==> config.mk <==
export PLATFORM = sky130hd
export DESIGN_NAME = swrs_ctrl
export DESIGN_NICKNAME = d
export VERILOG_FILES = /design/src/rtl/swrs_pkg.sv /design/src/rtl/swrs_ctrl.sv
export SDC_FILE = /design/constraint.sdc
export NUM_CORES = 1
export LEC_CHECK = 0
export BUFFER_PORTS_ARGS = -buffer_cell sky130_fd_sc_hd__buf_2
export CORE_AREA = 2 2 39 41
export DETAILED_ROUTE_END_ITERATION = 8
export DIE_AREA = 0 0 41 43
export PLACE_DENSITY_LB_ADDON = 0.25
export SYNTH_ARGS = -nofsm -noshare
export SYNTH_HDL_FRONTEND = slang
export SYNTH_SLANG_ARGS = --single-unit
export TNS_END_PERCENT = 5
==> constraint.sdc <==
create_clock -name i_clk -period 1.4 [get_ports i_clk]
set_clock_uncertainty 0.15 [all_clocks]
set_input_delay 0.14 -clock i_clk [delete_from_list [all_inputs] [get_ports i_clk]]
set_output_delay 0.14 -clock i_clk [all_outputs]
set_load 0.01 [all_outputs]
==> src/rtl/swrs_pkg.sv <==
// ----------------------------------------------------------------------------
// swrs_pkg
// Types and constants shared by the sliding-window rank-select filter:
// the controller states and the command and status words between the
// controller and the datapath.
// ----------------------------------------------------------------------------
package swrs_pkg;

    localparam int SAMPLE_W = 32;  // width of one sample word
    localparam int CFG_W    = 7;   // width of a configuration register
    localparam int CFG_AW   = 1;   // width of the configuration index

    localparam logic [CFG_AW-1:0] CFG_WINDOW_SIZE = 1'b0;
    localparam logic [CFG_AW-1:0] CFG_RANK_SELECT = 1'b1;

    localparam logic [CFG_W-1:0] WINDOW_SIZE_RST = 7'd64;
    localparam logic [CFG_W-1:0] RANK_SELECT_RST = 7'd1;

    typedef enum logic [1:0] {
        ST_IDLE,
        ST_REMOVE,
        ST_INSERT,
        ST_SELECT
    } t_state;

    typedef struct packed {
        logic load;    // capture the sample and read the oldest ring slot
        logic remove;  // drop one copy of the oldest value from the cells
        logic insert;  // insert the sample and advance the ring
        logic select;  // load the output register with the ranked cell
    } t_cmd;

    typedef struct packed {
        logic full;       // window already holds window_size samples
        logic will_fill;  // the sample being inserted fills the window
        logic out_free;   // output register can take a new word
    } t_status;

endpackage

==> src/rtl/swrs_ctrl.sv <==
// ----------------------------------------------------------------------------
// swrs_ctrl
// Sequencer for one sample: capture, remove oldest, insert, select result.
// ----------------------------------------------------------------------------
module swrs_ctrl
    import swrs_pkg::*;
(
    input  logic    i_clk,
    input  logic    i_rst_n,
    input  logic    i_in_valid,
    output logic    o_in_stall,
    input  t_status i_sts,
    output t_cmd    o_cmd
);

    t_state r_state;
    t_state n_state;

    always_ff @(posedge i_clk) begin
        if (!i_rst_n) begin
            r_state <= ST_IDLE;
        end else begin
            r_state <= n_state;
        end
    end

    always_comb begin
        n_state    = r_state;
        o_cmd      = '0;
        o_in_stall = 1'b1;
        case (r_state)
            ST_IDLE: begin
                o_in_stall = 1'b0;
                if (i_in_valid) begin
                    o_cmd.load = 1'b1;
                    n_state    = i_sts.full ? ST_REMOVE : ST_INSERT;
                end
            end
            ST_REMOVE: begin
                o_cmd.remove = 1'b1;
                n_state      = ST_INSERT;
            end
            ST_INSERT: begin
                o_cmd.insert = 1'b1;
                n_state      = (i_sts.full || i_sts.will_fill) ? ST_SELECT : ST_IDLE;
            end
            ST_SELECT: begin
                // Hold here while the previous result still sits unread.
                if (i_sts.out_free) begin
                    o_cmd.select = 1'b1;
                    n_state      = ST_IDLE;
                end
            end
            default: begin
                n_state = ST_IDLE;
            end
        endcase
    end

endmodule

==> metrics.txt <==
status completed; crit-path cells or2_4 -> nor2_1 -> buf_2; register share of total power 0.269; GRT overflow 0; synthesized area per cell between 8 and 9 um2; FMAX 760.8 MHz; Cell Pwr Density 1197 nW/um2; Clock Path Buffers 2; Worst-path clk slew 30 ps; Critical-path top delay cell dfxtp_1; Rows 14; worst r2r path cells 3; Total GRT Usage 0.05010; H-tree levels 1; CTS root buffer clkbuf_4; Pre-antenna DRT Iters 1; Internal between 0.15 and 0.2 mW; crit path time final about 1300 ps; Cells after Synth 17; Slew @ Worst Pin 168.1 ps; Ports 11; worst-skew pair later-pin latency 220 ps; drt total wl 369 um; Antenna Cells 0; # DRC 0; first-pass GRT wire length between 500 and 600 um; Max rail drop VDD 0.3999 mV; FF-to-FF Start r_state[0]$_SDFFE_PN0P_; die extent in y 43 um; total die area 1763 um2; initial antenna violation count 0; Worst slew margin 0.8878; Biggest register r_state; leak pwr 0.1287 nW; worst min path class input pin to flip-flop; combinational share of power 0.271; net count after synthesis 23; RSZ-0062 raised after global routing no; violation count after the first detailed-routing iteration 0; final setup violation count 0; antenna-violating nets left 0; Crit. End Element output port; P&R area growth vs syn 67.27%; critical path class flip-flop to output port; Startpoint Class flip-flop; Top Registers r_state x2; Worst Path Max Fanout 6; via count 155; DR vias/cell 3.370; Critical Path Start r_state[0]$_SDFFE_PN0P_; Fin Setup TNS 0 ps; Seq/Total Area, Yosys 0.2909; max FFs per register 2; period utilization 0.9388; #FFs+latches synth 2; Max Cap Viol 0; Worst EP required approximately 1100 ps; WHS Path Cells 2; hold_sp i_rst_n; largest net degree at the start of global routing 7; Data arrival, critical path 1020 ps; Yosys warnings 0; setup bufs post-CTS 0; CP peak stage delay 330 ps; WL/cell 8.022 um; Hold Violations, Final 0; Clk pwr share 0.459; Final #Nets 38; final slew viol count 0; initial core utilization 0.09946; vias in the first global route roughly 160; core area 1384 um2; clock net sink count 2; Final Wtd Congestion ~0.67; CTS tree built; Total Power 0.2756 mW; synthesized area 137.6 um2; sw frac 0.2768; post-cts resize count 0; Port Buffer Count 10; Num CTS Buffers 3; Hold-fix buffers, CTS 0; Psw 0.07628 mW; share of cells above drive strength 1 0.5667; Die Span X a little over 40 um; Cell variety after synth 12
## per-stage QoR
step	utilization	cells	setup slack (ps)	hold slack (ps)	cell area, um2
after floorplan	-	17	298.2	123.4	137.6
after global placement	0.1501	43	298.5	253.2	207.7
after detailed placement	0.1501	43	306.4	247.6	207.7
after CTS	0.1664	46	65.68	9.146	230.2
after global routing	0.1664	46	0.4630	27.50	230.2
final	0.1664	46	85.67	22.03	230.2
## logic make-up (layout without fill, tap and decap cells)
group,Yosys count,count (layout),share of synthesized area
and+or+nand+nor,9,9,0.4455
DFF,2,2,0.2909
buffers and inverters,2,15,0.05457
AOI/OAI and AO/OA,4,4,0.2090
## cells in the final DEF, fill, tap and decap left out, drive strengths merged
| master | count |
|---|---|
| a21oi | 1 |
| and2b | 1 |
| and3 | 1 |
| buf | 10 |
| clkbuf | 3 |
| dfxtp | 2 |
| inv | 2 |
| nor2 | 3 |
| nor2b | 2 |
| nor3b | 1 |
| o211a | 1 |
| o21ai | 1 |
| o2bb2ai | 1 |
| or2 | 1 |
## cells in the mapped netlist, drive strengths merged
library cell | number | share of area
nor2 | 3 | 0.082
dfxtp | 2 | 0.29
inv | 2 | 0.055
nor2b | 2 | 0.091
a21oi | 1 | 0.036
and2b | 1 | 0.064
and3 | 1 | 0.055
nor3b | 1 | 0.091
o211a | 1 | 0.073
o21ai | 1 | 0.036
o2bb2ai | 1 | 0.064
or2 | 1 | 0.064
## power by group through the flow
stage          Clock [mW]  Sequential, mW  Combinational (mW)
3_5_place_dp            0          0.0748              0.0758
3_3_place_gp            0          0.0743              0.0763
6_report            0.127          0.0743              0.0748
2_1_floorplan           0          0.0724              0.0473
5_1_grt             0.138          0.0754              0.0854
4_1_cts             0.138          0.0739              0.0759
## path summary, 6_finish.rpt
| path | endpoint | slack, ps |
|---|---|---|
| max | o_cmd[3] | 90 |
| min | r_state[0]$_SDFFE_PN0P_ | 20 |
| max reg2reg | r_state[1]$_SDFFE_PN0P_ | 310 |
| min reg2reg | r_state[0]$_SDFFE_PN0P_ | 440 |
## per-layer routing
metal,vias up,wire (um),global-route usage
met2,11,120,0.05000
li1,84,-,-
met1,60,188,0.06070
met5,-,0,0
met3,0,60,0.01571
met4,0,0,0.08000
## critical path: cells and delay by family (launching register included)
family        cells  cell delay, ps
flops             1             330
simple gates      2             340
buf+inv           1             130
## cell type report
type | instances | area [um2]
flip-flops and latches | 2 | 40.04
inverters | 2 | 7.507
fillers | 157 | 1154
repair buffers | 10 | 50.05
clock buffers | 3 | 22.52
multi-input cells | 13 | 90.09
well taps | 16 | 20.02
No activity file was read; power rests on OpenSTA's default activity.
